===== config.mk =====
export PLATFORM = sky130hd
export DESIGN_NAME = buzzer_tone_sequencer
export DESIGN_NICKNAME = d
export VERILOG_FILES = /design/src/bts_pkg.sv /design/src/bts_rom.sv /design/src/bts_core.sv /design/src/buzzer_tone_sequencer.sv
export VERILOG_INCLUDE_DIRS = /design/src /design/src/src
export SDC_FILE = /design/constraint.sdc
export NUM_CORES = 1
export LEC_CHECK = 0
export ABC_CLOCK_PERIOD_IN_PS = 14550
export BUFFER_PORTS_ARGS = -buffer_cell sky130_fd_sc_hd__clkbuf_2
export CAP_MARGIN = 20
export CORE_MARGIN = 5
export CORE_UTILIZATION = 50
export CTS_BUF_LIST = sky130_fd_sc_hd__clkbuf_4 sky130_fd_sc_hd__clkbuf_8 sky130_fd_sc_hd__clkbuf_16
export CTS_CLUSTER_DIAMETER = 200
export CTS_CLUSTER_SIZE = 30
export DETAILED_ROUTE_END_ITERATION = 8
export PLACE_DENSITY = 0.69
export SYNTH_ARGS = -nofsm -noshare
export SYNTH_HDL_FRONTEND = slang
export SYNTH_HIERARCHICAL = 1
export SYNTH_SLANG_ARGS = --single-unit

===== constraint.sdc =====
create_clock -name clk -period 14.55 [get_ports clk]
set_input_delay 0.7275 -clock clk [delete_from_list [all_inputs] [get_ports clk]]
set_output_delay 0.7275 -clock clk [all_outputs]
set_load 0.1 [all_outputs]

===== src/buzzer_tone_sequencer_defines.svh =====
// Assertion macros for the buzzer tone sequencer core.
`ifndef BUZZER_TONE_SEQUENCER_DEFINES_SVH
`define BUZZER_TONE_SEQUENCER_DEFINES_SVH

// Invariant checked at every clock edge out of reset.
`define BTS_ASSERT(lbl, prop, msg) \
  lbl: assert property (@(posedge clk) disable iff (!rst_n) (prop)) \
    else $error(msg);

// Implication: cons holds in the cycle after ante.
`define BTS_ASSERT_NEXT(lbl, ante, cons, msg) \
  lbl: assert property (@(posedge clk) disable iff (!rst_n) (ante) |=> (cons)) \
    else $error(msg);

`endif


===== src/bts_pkg.sv =====
// Shared types, request codes and pattern ROM tables for the buzzer tone sequencer.
`timescale 1ns / 1ps

package bts_pkg;

  localparam logic [1:0] REQ_TICK  = 2'd0;
  localparam logic [1:0] REQ_TONE  = 2'd1;
  localparam logic [1:0] REQ_STOP  = 2'd2;
  localparam logic [1:0] REQ_START = 2'd3;

  localparam logic [3:0] PAT_HORN       = 4'd0;
  localparam logic [3:0] PAT_SIREN      = 4'd1;
  localparam logic [3:0] PAT_CHIRP      = 4'd2;
  localparam logic [3:0] PAT_CLICK      = 4'd3;
  localparam logic [3:0] PAT_HAPPY      = 4'd4;
  localparam logic [3:0] PAT_SAD        = 4'd5;
  localparam logic [3:0] PAT_SURPRISE   = 4'd6;
  localparam logic [3:0] PAT_DISCONNECT = 4'd7;
  localparam logic [3:0] PAT_BUTTON     = 4'd8;
  localparam logic [3:0] PAT_LAST       = PAT_BUTTON;

  localparam logic [4:0]  MAX_STEPS = 5'd20;
  localparam logic [15:0] HORN_STEP = 16'd40;

  typedef struct packed {
    logic [1:0]  req_type;
    logic [31:0] now_ms;
    logic [15:0] tone_hz;
    logic [15:0] tone_ms;
    logic [3:0]  pattern_id;
    logic [15:0] repeat_count;
    logic [15:0] base_hz;
  } bts_req_t;

  typedef struct packed {
    logic [15:0] drive_hz;
    logic        sequence_busy;
  } bts_res_t;

  function automatic logic [4:0] pat_len(input logic [3:0] pat);
    unique case (pat)
      PAT_HORN:  return 5'd3;
      PAT_SIREN: return 5'd8;
      PAT_CHIRP: return 5'd20;
      PAT_CLICK: return 5'd1;
      default:   return 5'd3;
    endcase
  endfunction

  // Horn pitches come from the stored base, not from this table.
  function automatic logic [15:0] pat_freq(input logic [3:0] pat, input logic [4:0] idx);
    logic [15:0] f;
    f = 16'd0;
    unique case (pat)
      PAT_SIREN: f = idx[0] ? 16'd0 : 16'd1000;
      PAT_CHIRP: begin
        unique case (idx)
          5'd0:  f = 16'd1200;
          5'd1:  f = 16'd1400;
          5'd2:  f = 16'd1650;
          5'd3:  f = 16'd1950;
          5'd4:  f = 16'd2250;
          5'd6:  f = 16'd2100;
          5'd7:  f = 16'd1700;
          5'd8:  f = 16'd1300;
          5'd10: f = 16'd1000;
          5'd11: f = 16'd1250;
          5'd12: f = 16'd1500;
          5'd13: f = 16'd1750;
          5'd14: f = 16'd2100;
          5'd16: f = 16'd2300;
          5'd17: f = 16'd1800;
          5'd18: f = 16'd1400;
          5'd19: f = 16'd1100;
          default: f = 16'd0;
        endcase
      end
      PAT_CLICK: f = (idx == 5'd0) ? 16'd3000 : 16'd0;
      PAT_HAPPY: begin
        unique case (idx)
          5'd0:    f = 16'd800;
          5'd1:    f = 16'd1000;
          5'd2:    f = 16'd1300;
          default: f = 16'd0;
        endcase
      end
      PAT_SAD: f = (idx == 5'd0) ? 16'd700 : ((idx == 5'd2) ? 16'd500 : 16'd0);
      PAT_SURPRISE: begin
        unique case (idx)
          5'd0:    f = 16'd1200;
          5'd1:    f = 16'd1600;
          5'd2:    f = 16'd1000;
          default: f = 16'd0;
        endcase
      end
      PAT_DISCONNECT: f = (idx == 5'd0) ? 16'd900 : ((idx == 5'd2) ? 16'd700 : 16'd0);
      PAT_BUTTON: f = (idx == 5'd0 || idx == 5'd2) ? 16'd2500 : 16'd0;
      default: f = 16'd0;
    endcase
    return f;
  endfunction

  function automatic logic [15:0] pat_dur(input logic [3:0] pat, input logic [4:0] idx);
    logic [15:0] d;
    d = 16'd0;
    unique case (pat)
      PAT_HORN: d = (idx == 5'd1) ? 16'd120 : ((idx < 5'd3) ? 16'd350 : 16'd0);
      PAT_SIREN: d = (idx < 5'd8) ? 16'd200 : 16'd0;
      PAT_CHIRP: begin
        unique case (idx)
          5'd0, 5'd1, 5'd2, 5'd3, 5'd5, 5'd9, 5'd15: d = 16'd40;
          5'd4:                      d = 16'd60;
          5'd6, 5'd7:                d = 16'd50;
          5'd8, 5'd14:               d = 16'd70;
          5'd10, 5'd11, 5'd12, 5'd13: d = 16'd35;
          5'd16, 5'd17:              d = 16'd45;
          5'd18:                     d = 16'd55;
          5'd19:                     d = 16'd80;
          default:                   d = 16'd0;
        endcase
      end
      PAT_CLICK: d = (idx == 5'd0) ? 16'd30 : 16'd0;
      PAT_HAPPY: d = (idx == 5'd2) ? 16'd180 : ((idx < 5'd2) ? 16'd120 : 16'd0);
      PAT_SAD: begin
        unique case (idx)
          5'd0:    d = 16'd250;
          5'd1:    d = 16'd100;
          5'd2:    d = 16'd300;
          default: d = 16'd0;
        endcase
      end
      PAT_SURPRISE: begin
        unique case (idx)
          5'd0:    d = 16'd100;
          5'd1:    d = 16'd120;
          5'd2:    d = 16'd140;
          default: d = 16'd0;
        endcase
      end
      PAT_DISCONNECT: begin
        unique case (idx)
          5'd0:    d = 16'd180;
          5'd1:    d = 16'd100;
          5'd2:    d = 16'd220;
          default: d = 16'd0;
        endcase
      end
      PAT_BUTTON: begin
        unique case (idx)
          5'd0, 5'd2: d = 16'd30;
          5'd1:       d = 16'd40;
          default:    d = 16'd0;
        endcase
      end
      default: d = 16'd0;
    endcase
    return d;
  endfunction

endpackage


===== src/bts_rom.sv =====
// Pattern step lookup: pitch, step length and table length for one pattern step.
`timescale 1ns / 1ps

module bts_rom (
  input  logic [3:0]  pat,
  input  logic [4:0]  idx,
  input  logic [15:0] horn_base,
  output logic [15:0] step_hz,
  output logic [15:0] step_ms,
  output logic [4:0]  step_cnt
);
  import bts_pkg::*;

  always_comb begin
    if (pat == PAT_HORN) begin
      // horn: base, rest, base + 40 (wraps at 16 bits)
      priority if (idx == 5'd0) step_hz = horn_base;
      else if (idx == 5'd1)     step_hz = 16'd0;
      else                      step_hz = horn_base + HORN_STEP;
    end else begin
      step_hz = pat_freq(pat, idx);
    end
  end

  assign step_ms  = pat_dur(pat, idx);
  assign step_cnt = pat_len(pat);

endmodule


===== src/bts_core.sv =====
// Sequencer state and per-word update: tick, single tone, stop, pattern start.
`timescale 1ns / 1ps
`include "buzzer_tone_sequencer_defines.svh"

module bts_core (
  input  logic              clk,
  input  logic              rst_n,
  input  logic              fire,
  input  bts_pkg::bts_req_t req,
  output bts_pkg::bts_res_t res
);
  import bts_pkg::*;

  logic [31:0] tone_deadline_r, tone_deadline_nxt;
  logic        seq_active_r, seq_active_nxt;
  logic [3:0]  pattern_sel_r, pattern_sel_nxt;
  logic [4:0]  step_index_r, step_index_nxt;
  logic [15:0] repeats_left_r, repeats_left_nxt;
  logic [31:0] next_step_time_r, next_step_time_nxt;
  logic [15:0] horn_base_r, horn_base_nxt;
  logic [15:0] drive_freq_r, drive_freq_nxt;

  logic [3:0]  cur_pat;
  logic [4:0]  play_idx;
  logic        exhausted;
  logic [15:0] step_hz;
  logic [15:0] step_ms;
  logic [4:0]  step_cnt;

  assign cur_pat   = (pattern_sel_r > PAT_LAST) ? PAT_HORN : pattern_sel_r;
  assign exhausted = (step_index_r >= step_cnt);
  // table end with repeats left restarts at step 0
  assign play_idx  = (exhausted || step_index_r >= MAX_STEPS) ? 5'd0 : step_index_r;

  bts_rom u_rom (
    .pat      (cur_pat),
    .idx      (play_idx),
    .horn_base(horn_base_r),
    .step_hz  (step_hz),
    .step_ms  (step_ms),
    .step_cnt (step_cnt)
  );

  always_comb begin
    tone_deadline_nxt  = tone_deadline_r;
    seq_active_nxt     = seq_active_r;
    pattern_sel_nxt    = pattern_sel_r;
    step_index_nxt     = step_index_r;
    repeats_left_nxt   = repeats_left_r;
    next_step_time_nxt = next_step_time_r;
    horn_base_nxt      = horn_base_r;
    drive_freq_nxt     = drive_freq_r;

    unique case (req.req_type)
      REQ_TICK: begin
        if (tone_deadline_r != 32'd0 && req.now_ms >= tone_deadline_r) begin
          drive_freq_nxt    = 16'd0;
          tone_deadline_nxt = 32'd0;
        end
        if (seq_active_r && req.now_ms >= next_step_time_r) begin
          if (exhausted && repeats_left_r <= 16'd1) begin
            drive_freq_nxt = 16'd0;
            seq_active_nxt = 1'b0;
          end else begin
            if (exhausted) repeats_left_nxt = repeats_left_r - 16'd1;
            drive_freq_nxt     = step_hz;
            next_step_time_nxt = req.now_ms + {16'd0, step_ms};
            step_index_nxt     = play_idx + 5'd1;
          end
        end
      end
      REQ_TONE: begin
        seq_active_nxt     = 1'b0;
        step_index_nxt     = 5'd0;
        repeats_left_nxt   = 16'd0;
        next_step_time_nxt = 32'd0;
        drive_freq_nxt     = req.tone_hz;
        tone_deadline_nxt  = (req.tone_ms == 16'd0) ? 32'd0
                           : req.now_ms + {16'd0, req.tone_ms};
      end
      REQ_STOP: begin
        tone_deadline_nxt = 32'd0;
        drive_freq_nxt    = 16'd0;
      end
      REQ_START: begin
        if (req.pattern_id <= PAT_LAST) begin
          seq_active_nxt     = 1'b1;
          pattern_sel_nxt    = req.pattern_id;
          step_index_nxt     = 5'd0;
          repeats_left_nxt   = (req.pattern_id <= PAT_SIREN) ? req.repeat_count : 16'd1;
          next_step_time_nxt = 32'd0;
          tone_deadline_nxt  = 32'd0;
          if (req.pattern_id == PAT_HORN) horn_base_nxt = req.base_hz;
        end
      end
      default: ;
    endcase
  end

  always_ff @(posedge clk) begin
    if (!rst_n) begin
      tone_deadline_r  <= 32'd0;
      seq_active_r     <= 1'b0;
      pattern_sel_r    <= 4'd0;
      step_index_r     <= 5'd0;
      repeats_left_r   <= 16'd0;
      next_step_time_r <= 32'd0;
      horn_base_r      <= 16'd0;
      drive_freq_r     <= 16'd0;
    end else if (fire) begin
      tone_deadline_r  <= tone_deadline_nxt;
      seq_active_r     <= seq_active_nxt;
      pattern_sel_r    <= pattern_sel_nxt;
      step_index_r     <= step_index_nxt;
      repeats_left_r   <= repeats_left_nxt;
      next_step_time_r <= next_step_time_nxt;
      horn_base_r      <= horn_base_nxt;
      drive_freq_r     <= drive_freq_nxt;
    end
  end

  assign res.drive_hz      = drive_freq_nxt;
  assign res.sequence_busy = seq_active_nxt;

  `BTS_ASSERT(a_step_range, step_index_r <= MAX_STEPS, "step index past table end")
  `BTS_ASSERT(a_sel_range, pattern_sel_r <= PAT_LAST, "pattern select out of range")
  `BTS_ASSERT_NEXT(a_tone_cancels, fire && req.req_type == REQ_TONE,
                   !seq_active_r && drive_freq_r == $past(req.tone_hz),
                   "single tone did not take over")
  `BTS_ASSERT_NEXT(a_stop_silent, fire && req.req_type == REQ_STOP,
                   drive_freq_r == 16'd0 && tone_deadline_r == 32'd0,
                   "stop left buzzer driven")

endmodule


===== src/buzzer_tone_sequencer.sv =====
// Buzzer tone sequencer top: input word register, update logic, result register.
// Word path: input word register, then result register, then out_*.
// Throughput: one word per cycle; input stalls only while both registers hold
// a word and out_ready is low.
// Reset (synchronous, rst_n low): buzzer silent, no pattern, no deadline,
// both pipeline registers empty.
`timescale 1ns / 1ps

module buzzer_tone_sequencer (
  input  logic        clk,
  input  logic        rst_n,
  input  logic        in_valid,
  output logic        in_ready,
  input  logic [1:0]  in_req_type,
  input  logic [31:0] in_now_ms,
  input  logic [15:0] in_tone_hz,
  input  logic [15:0] in_tone_ms,
  input  logic [3:0]  in_pattern_id,
  input  logic [15:0] in_repeat_count,
  input  logic [15:0] in_base_hz,
  output logic        out_valid,
  input  logic        out_ready,
  output logic [15:0] out_drive_hz,
  output logic        out_sequence_busy
);
  import bts_pkg::*;

  bts_req_t req_r;
  logic     req_vld_r;
  bts_res_t res_r;
  logic     res_vld_r;
  bts_res_t core_res;
  logic     res_load;

  // the buffered word moves on whenever the result register is free or draining
  assign res_load = req_vld_r && (!res_vld_r || out_ready);
  assign in_ready = !req_vld_r || !res_vld_r || out_ready;

  always_ff @(posedge clk) begin
    if (!rst_n) begin
      req_vld_r <= 1'b0;
      res_vld_r <= 1'b0;
    end else begin
      if (in_valid && in_ready) req_vld_r <= 1'b1;
      else if (res_load)        req_vld_r <= 1'b0;
      if (res_load)       res_vld_r <= 1'b1;
      else if (out_ready) res_vld_r <= 1'b0;
    end
  end

  always_ff @(posedge clk) begin
    if (in_valid && in_ready) begin
      req_r.req_type     <= in_req_type;
      req_r.now_ms       <= in_now_ms;
      req_r.tone_hz      <= in_tone_hz;
      req_r.tone_ms      <= in_tone_ms;
      req_r.pattern_id   <= in_pattern_id;
      req_r.repeat_count <= in_repeat_count;
      req_r.base_hz      <= in_base_hz;
    end
    if (res_load) res_r <= core_res;
  end

  bts_core u_core (
    .clk  (clk),
    .rst_n(rst_n),
    .fire (res_load),
    .req  (req_r),
    .res  (core_res)
  );

  assign out_valid         = res_vld_r;
  assign out_drive_hz      = res_r.drive_hz;
  assign out_sequence_busy = res_r.sequence_busy;

endmodule


==> results of run 1 <==
-- how the worst max path moves through the flow --
stage / endpoint / cells after the start / slack, ns
floorplan: req_r[0] / 2 / 8.05
global placement: u_core/next_step_time_r[19] / 28 / 7.12
detailed placement: u_core/next_step_time_r[29] / 28 / 6.97
CTS: u_core/next_step_time_r[19] / 28 / 6.93
global route: u_core/next_step_time_r[19] / 28 / 6.24
finish: u_core/next_step_time_r[19] / 28 / 6.79
-- power breakdown --
| group | total, uW | internal [uW] | switching, uW |
|---|---|---|---|
| logic | 232 | 88.0 | 144 |
| registers | 770 | 746 | 23.8 |
| clock network | 409 | 183 | 226 |
-- kinds of logic after synthesis --
family	after synthesis
xor gates and xnor gates	78
other	1
DFF	243
muxes	18
AOI/OAI and AO/OA	419
buffers and inverters	176
adders and majority gates	117
and+or+nand+nor	532
-- synth_stat cells (all sizes together) (25+ instances only) --
library cell | n | share of area [%]
inv | 89 | 2.3
and3 | 25 | 1.1
a21oi | 104 | 3.6
a221o | 33 | 2.2
nor2b | 42 | 1.9
edfxtp | 119 | 24
o21ai | 78 | 2.7
xor2 | 44 | 2.6
dfxtp | 124 | 17
nand3 | 39 | 1.3
xnor2 | 34 | 2.0
nor2 | 141 | 3.6
nand2 | 146 | 3.8
ha | 115 | 9.8
a22oi | 27 | 1.4
clkbuf | 40 | 1.0
buf | 45 | 1.9
-- through the flow --
step           total power (uW)  hold WS (ns)
2_1_floorplan               950         0.425
3_3_place_gp               1010         0.436
3_5_place_dp               1010         0.443
4_1_cts                    1420         0.364
5_1_grt                    1480         0.364
6_report                   1410         0.373
-- critical path: cells and delay by family, from the launching register on --
family | cells | cell delay (ns)
compound gates | 10 | 2.72
simple gates | 10 | 2.42
fa+ha+maj | 3 | 1.01
buf+inv | 4 | 0.97
flops | 1 | 0.38
xor+xnor | 1 | 0.17
-- flip-flops by register name, summed over array words and instances, names as in the netlist --
name / flops
u_core/horn_base_r: 16
u_core/tone_deadline_r: 32
u_core/pattern_sel_r: 4
out_valid: 1
u_core/next_step_time_r: 32
u_core/seq_active_r: 1
out_sequence_busy: 1
u_core/repeats_left_r: 16
out_drive_hz: 16
req_vld_r: 1
u_core/step_index_r: 5
u_core/drive_freq_r: 16
req_r: 102
-- cell type report --
type                    instances  area, um2  area share, %
multi-input cells            1171       7980           49.8
inverters                      91        342           2.13
clock inverters                 1       30.0          0.188
flip-flops and latches        243       6060           37.8
repair buffers                142        753           4.70
well taps                     384        480           3.00
clock buffers                  19        370           2.31
-- metal layers --
metal	up-vias	global-route usage, %	share of wire (%)
met5	-	0	0
met4	0	4.65	1.7
met3	39	3.72	7.3
met2	413	34.8	45
met1	5823	32.5	46
li1	5934	-	-
==> run summary, run 1 <==
Status = complete, no violations
Average via count per standard cell = 5.95
Antenna violation net count after detailed routing = 0
Worst clock skew = 0.0466 ns
Clock buffers created by TritonCTS = 12
Critical path class = flop to flop
Fraction of the yosys area taken by sequential cells = 41.1%
Largest net degree at the start of global routing = 59
Setup repair after global routing missed its margin = no
Initial core utilization = 51.0%
Number of setup violations in the final report = 0
Number of flip-flops and latches in the synthesized netlist = 243
Crit start category = flop
Fraction of layout cells with a size suffix above 1 = 11.9%
Transition at the pin with the smallest max-transition slack = 1.08 ns
Leakage power = 0.00607 uW
Core Region = 28900 um2
Share of synthesized cell area in and, or, nand and nor gates = 18.0%
Synthesis-to-finish area growth = 8.60%
Final Worst Setup Slack = 6.79 ns
Avg WL per Cell = 18.7 um
Number of warnings printed during yosys synthesis = 6
Grt ovf = 0
Worst reg2reg setup slack = 6.79 ns
Synth async-reset ratio = 0%
Core occupancy in the finished layout = 55.3%
Largest family of logic cells by synthesized area = compound AO/OA/AOI/OAI gates
Worst setup timing slack at the placement stage = 6.97 ns
Final Hold Fails = 0
Number of flops mapped to enable cells by yosys = 119
Most used cells in the layout excluding fill and tap cells = 144 x sky130_fd_sc_hd__nand2_1, 141 x sky130_fd_sc_hd__nor2_1, 125 x sky130_fd_sc_hd__clkbuf_2, 124 x sky130_fd_sc_hd__dfxtp_1, 119 x sky130_fd_sc_hd__edfxtp_1
Number of nets in the final layout = 1884
Number of buffers on the longest clock path = 3
Slew Limit Headroom = 28.1%
CP Data Required Time = 14.99 ns
# rows = 62
Compound-Gate Fraction of Synth Area = 19.8%
Clock root buffer = sky130_fd_sc_hd__clkbuf_16
Iteration-0 DRC count of the detailed router = 1167
Reg-to-reg endpoint = u_core/next_step_time_r[19]
Time the final worst path needs with I/O delays and setup = 7.76 ns
Hold Crit Start = in_now_ms[15]
Stage delay of the slowest cell on the critical path = 0.69 ns
Hold-fix buffers, CTS = 0
Final weighted congestion of routability-driven global placement = 0.974
Critical Path End Type = flop
Final antenna diode count = 0
Vias = 12209
Path category of the worst min-delay check = input port to flop
Maximum fanout along the worst path = 29
Final wirelength = 38400 um
Number of placed cells counting well taps = 2030
Clock H-tree levels = 1
Hold Path Cell Cnt = 1
VDD IR-drop max = 0.0638 mV
Max_cap viols = 0
TritonCTS Sinks = 243
Die height = 182 um
Die Width = 182 um
Crit path DAT = 8.20 ns
Area of the mapped netlist = 14700 um2
Post-synthesis cell type count = 84
Detailed placement HPWL = 28200 um
Adder and majority cell fraction of the synthesized area = 10.0%
Initial antenna violation count = 0
Total cell area at the placement stage = 15600 um2
Count of unresolved DRC violations after routing = 0
Clock tree from TritonCTS = done
Number of fill cells = 2626
Commonest non-fill, non-tap cell in the layout = sky130_fd_sc_hd__nand2_1
Number of standard cells in the final layout excluding fillers = 2051
Post-CTS sizing = 0
Cell Pwr Density = 88.1 nW/um2
FF-to-FF path depth = 28
Crit. Startpoint = u_core/pattern_sel_r[1]
Mux share of post-synthesis cell area = 1.22%
Dominant synthesized flop cell = sky130_fd_sc_hd__dfxtp_1
End point of the worst hold path = req_r[83]
Clock edge transition at the registers on the reported setup and hold paths = 0.12 ns
Clock insertion delay at the later pin of the skew report = 0.52 ns
Instance count of the mapped netlist = 1584
Max frequency = 129 MHz
Slowest cell on the critical path = sky130_fd_sc_hd__or4b_1
Total of buffers placed on input and output ports = 124
Final total negative setup slack = 0 ns
Final design area excluding fillers = 16000 um2
Detailed-routing iteration count for the pre-antenna-repair pass = 6
Final worst path period share = 53.3%
Die area = 33000 um2
Via count of the first global-routing pass = 11483
Xor and xnor fraction of the mapped netlist area = 4.63%
First-pass GRT wire length = 61100 um
Post-CTS Setup Repair Bufs = 0
Avg Cell Area, Syn = 9.31 um2
Global-route total usage across every layer = 22.2%
Critical R2R Launch = u_core/pattern_sel_r[1]
Number of max-slew violations in the final report = 0
IO Count = 125
(Power assumes the default switching activity.)
==> run 2: changes to the inputs <==
ABC_CLOCK_PERIOD_IN_PS = 6500   (was 14550)
PLACE_DENSITY = 0.71   (was 0.69)
clock period = 6.5 ns   (was 14.55 ns; I/O delays follow)
==> run 2 against run 1 <==
  * Count of clock-buffer cells in the layout did not move
  * Sequential power rose by 120%
  * Register-to-register slack got worse by 6.4 ns
  * Via count rose by 4.1%
  * Core utilization rose by 3.9 points
  * Combinational power rose by 150%
  * Sequential cell count did not move
  * Worst hold slack got worse by 0.34 ns
  * Die area did not move
  * Highest routed layer unchanged
==> run summary, run 2 (synthesized netlist as in run 1, its figures left out) <==
Commonest non-fill, non-tap cell in the layout = sky130_fd_sc_hd__nand2_1
Crit path DAT = 6.56 ns (-1.64 ns)
Critical Path End Type = flop
IO Count = 125 (unchanged)
First-pass GRT wire length = 64900 um (+6.3%)
# rows = 62 (unchanged)
Die Width = 182 um (unchanged)
Transition at the pin with the smallest max-transition slack = 1.14 ns (+0.0605 ns)
Detailed placement HPWL = 28800 um (+2.3%)
Most used cells in the layout excluding fill and tap cells = 144 x sky130_fd_sc_hd__nand2_1, 141 x sky130_fd_sc_hd__nor2_1, 124 x sky130_fd_sc_hd__clkbuf_2, 124 x sky130_fd_sc_hd__dfxtp_1, 119 x sky130_fd_sc_hd__edfxtp_1
Clock edge transition at the registers on the reported setup and hold paths = 0.12 ns (about the same)
Critical path buffer and inverter count = 3 (-1)
Average via count per standard cell = 5.87 (-1.4%)
Number of placed cells counting well taps = 2044 (+0.69%)
Final Hold Fails = 0 (unchanged)
Number of standard cells in the final layout excluding fillers = 2164 (+5.5%)
Leakage power = 0.00656 uW (+8.0%)
Family with the most delay on the worst path = simple AND/OR/NAND/NOR gates
Stage delay of the slowest cell on the critical path = 0.49 ns (-0.20 ns)
Time the final worst path needs with I/O delays and setup = 6.12 ns (-1.64 ns)
Initial antenna violation count = 0 (unchanged)
Number of fill cells = 2480 (-5.6%)
Initial core utilization = 51.0% (unchanged)
Clock buffers created by TritonCTS = 12 (unchanged)
CP Data Required Time = 6.94 ns (-8.05 ns)
Die area = 33000 um2 (unchanged)
VDD IR-drop max = 0.244 mV (+280%)
Via count of the first global-routing pass = 12324 (+7.3%)
Iteration-0 DRC count of the detailed router = 1224 (+4.9%)
Number of buffers on the longest clock path = 3 (unchanged)
Setup repair after global routing missed its margin = no
Final antenna diode count = 0 (unchanged)
Maximum fanout along the worst path = 8 (-72%)
Slew Limit Headroom = 23.8% (-4.3 points)
Status = complete, no violations
Avg WL per Cell = 18.8 um (+0.74%)
Max frequency = 163 MHz (+27%)
Synthesis-to-finish area growth = 16.2%
Fraction of layout cells with a size suffix above 1 = 12.2% (+0.25 points)
Die height = 182 um (unchanged)
Crit start category = flop
Grt ovf = 0 (unchanged)
Area used by sequential logic in the layout = 6060 um2 (unchanged)
Biggest register = req_r
Cell Pwr Density = 187 nW/um2 (+110%)
Clock tree from TritonCTS = done
Number of nets in the final layout = 1997 (+6.0%)
Max_cap viols = 0 (unchanged)
Clock root buffer = sky130_fd_sc_hd__clkbuf_16
Slowest cell on the critical path = sky130_fd_sc_hd__a31oi_2
Final worst path period share = 94.2% (+41 points)
Max reg flops = 102 (unchanged)
Global-route total usage across every layer = 23.8% (+1.6 points)
Clock H-tree levels = 1 (unchanged)
Total of buffers placed on input and output ports = 124 (unchanged)
Largest registers = req_r: 102 flops, u_core/next_step_time_r: 32 flops, u_core/tone_deadline_r: 32 flops
Count of unresolved DRC violations after routing = 0 (unchanged)
Core Region = 28900 um2 (unchanged)
Antenna violation net count after detailed routing = 0 (unchanged)
Final total negative setup slack = 0 ns (unchanged)
Number of setup violations in the final report = 0 (unchanged)
Clock insertion delay at the later pin of the skew report = 0.51 ns (about the same)
Final weighted congestion of routability-driven global placement = 0.972 (-0.22%)
Area of combinational cells with multiple inputs = 8010 um2 (+0.31%)
Worst clock skew = 0.0490 ns (+0.00239 ns)
Vias = 12706 (+4.1%)
Final wirelength = 40800 um (+6.3%)
TritonCTS Sinks = 243 (unchanged)
Critical path class = flop to flop
Path category of the worst min-delay check = input port to flop
Largest net degree at the start of global routing = 59 (unchanged)
Number of max-slew violations in the final report = 0 (unchanged)
Core occupancy in the finished layout = 59.2% (+3.9 points)
Detailed-routing iteration count for the pre-antenna-repair pass = 6 (unchanged)
run 2: worst paths after layout:
path | startpoint | to | slack [ns] | cells after the start
setup / recovery | u_core/pattern_sel_r[1] | u_core/next_step_time_r[19] | 0.38 | 27
hold / removal | in_now_ms[0] | req_r[68] | 0.04 | 1
setup reg to reg | u_core/pattern_sel_r[1] | u_core/next_step_time_r[19] | 0.38 | 27
hold reg to reg | u_core/next_step_time_r[25] | u_core/next_step_time_r[25] | 0.46 | 2
run 2: layout make-up:
type / instances / area share (%)
clock buffers: 19 / 2.16
clock inverters: 1 / 0.175
inverters: 91 / 1.99
well taps: 384 / 2.80
repair buffers: 255 / 10.8
flip-flops and latches: 243 / 35.3
multi-input cells: 1171 / 46.7
run 2: power breakdown:
| part | internal (uW) | switching, uW | total [uW] |
|---|---|---|---|
| Sequential | 1670 | 52.0 | 1720 |
| Clock | 410 | 508 | 918 |
| Combinational | 237 | 334 | 572 |
| Total | 2320 | 894 | 3210 |
run 2: per-stage QoR:
stage / area [um2] / worst slack [ns] / hold slack (ns) / power (uW)
after floorplan: 14800 / 0.00153 / 0.424 / 2130
after global placement: 15700 / 0.371 / 0.436 / 2260
after detailed placement: 15700 / 0.315 / 0.442 / 2270
after CTS: 17100 / 0.271 / 0.0152 / 3220
after global routing: 17100 / 0.0197 / 0.0271 / 3360
final: 17100 / 0.377 / 0.0359 / 3210
run 2: layer usage:
metal | track usage, % | up-vias | part of all wire (%)
li1 | - | 6149 | -
met1 | 33.5 | 6082 | 45
met2 | 39.6 | 407 | 47
met3 | 2.56 | 68 | 5.8
met4 | 5.49 | 0 | 2.3
met5 | 0 | - | 0
run 2: timing repair:
| item | in CTS | in global routing |
|---|---|---|
| gates resized for setup | 0 | 4 |
| setup buffers | 0 | 1 |
| endpoints found under the setup margin | 0 | 15 |
| hold buffers | 99 | 0 |
| hold endpoints to repair | 99 | 0 |
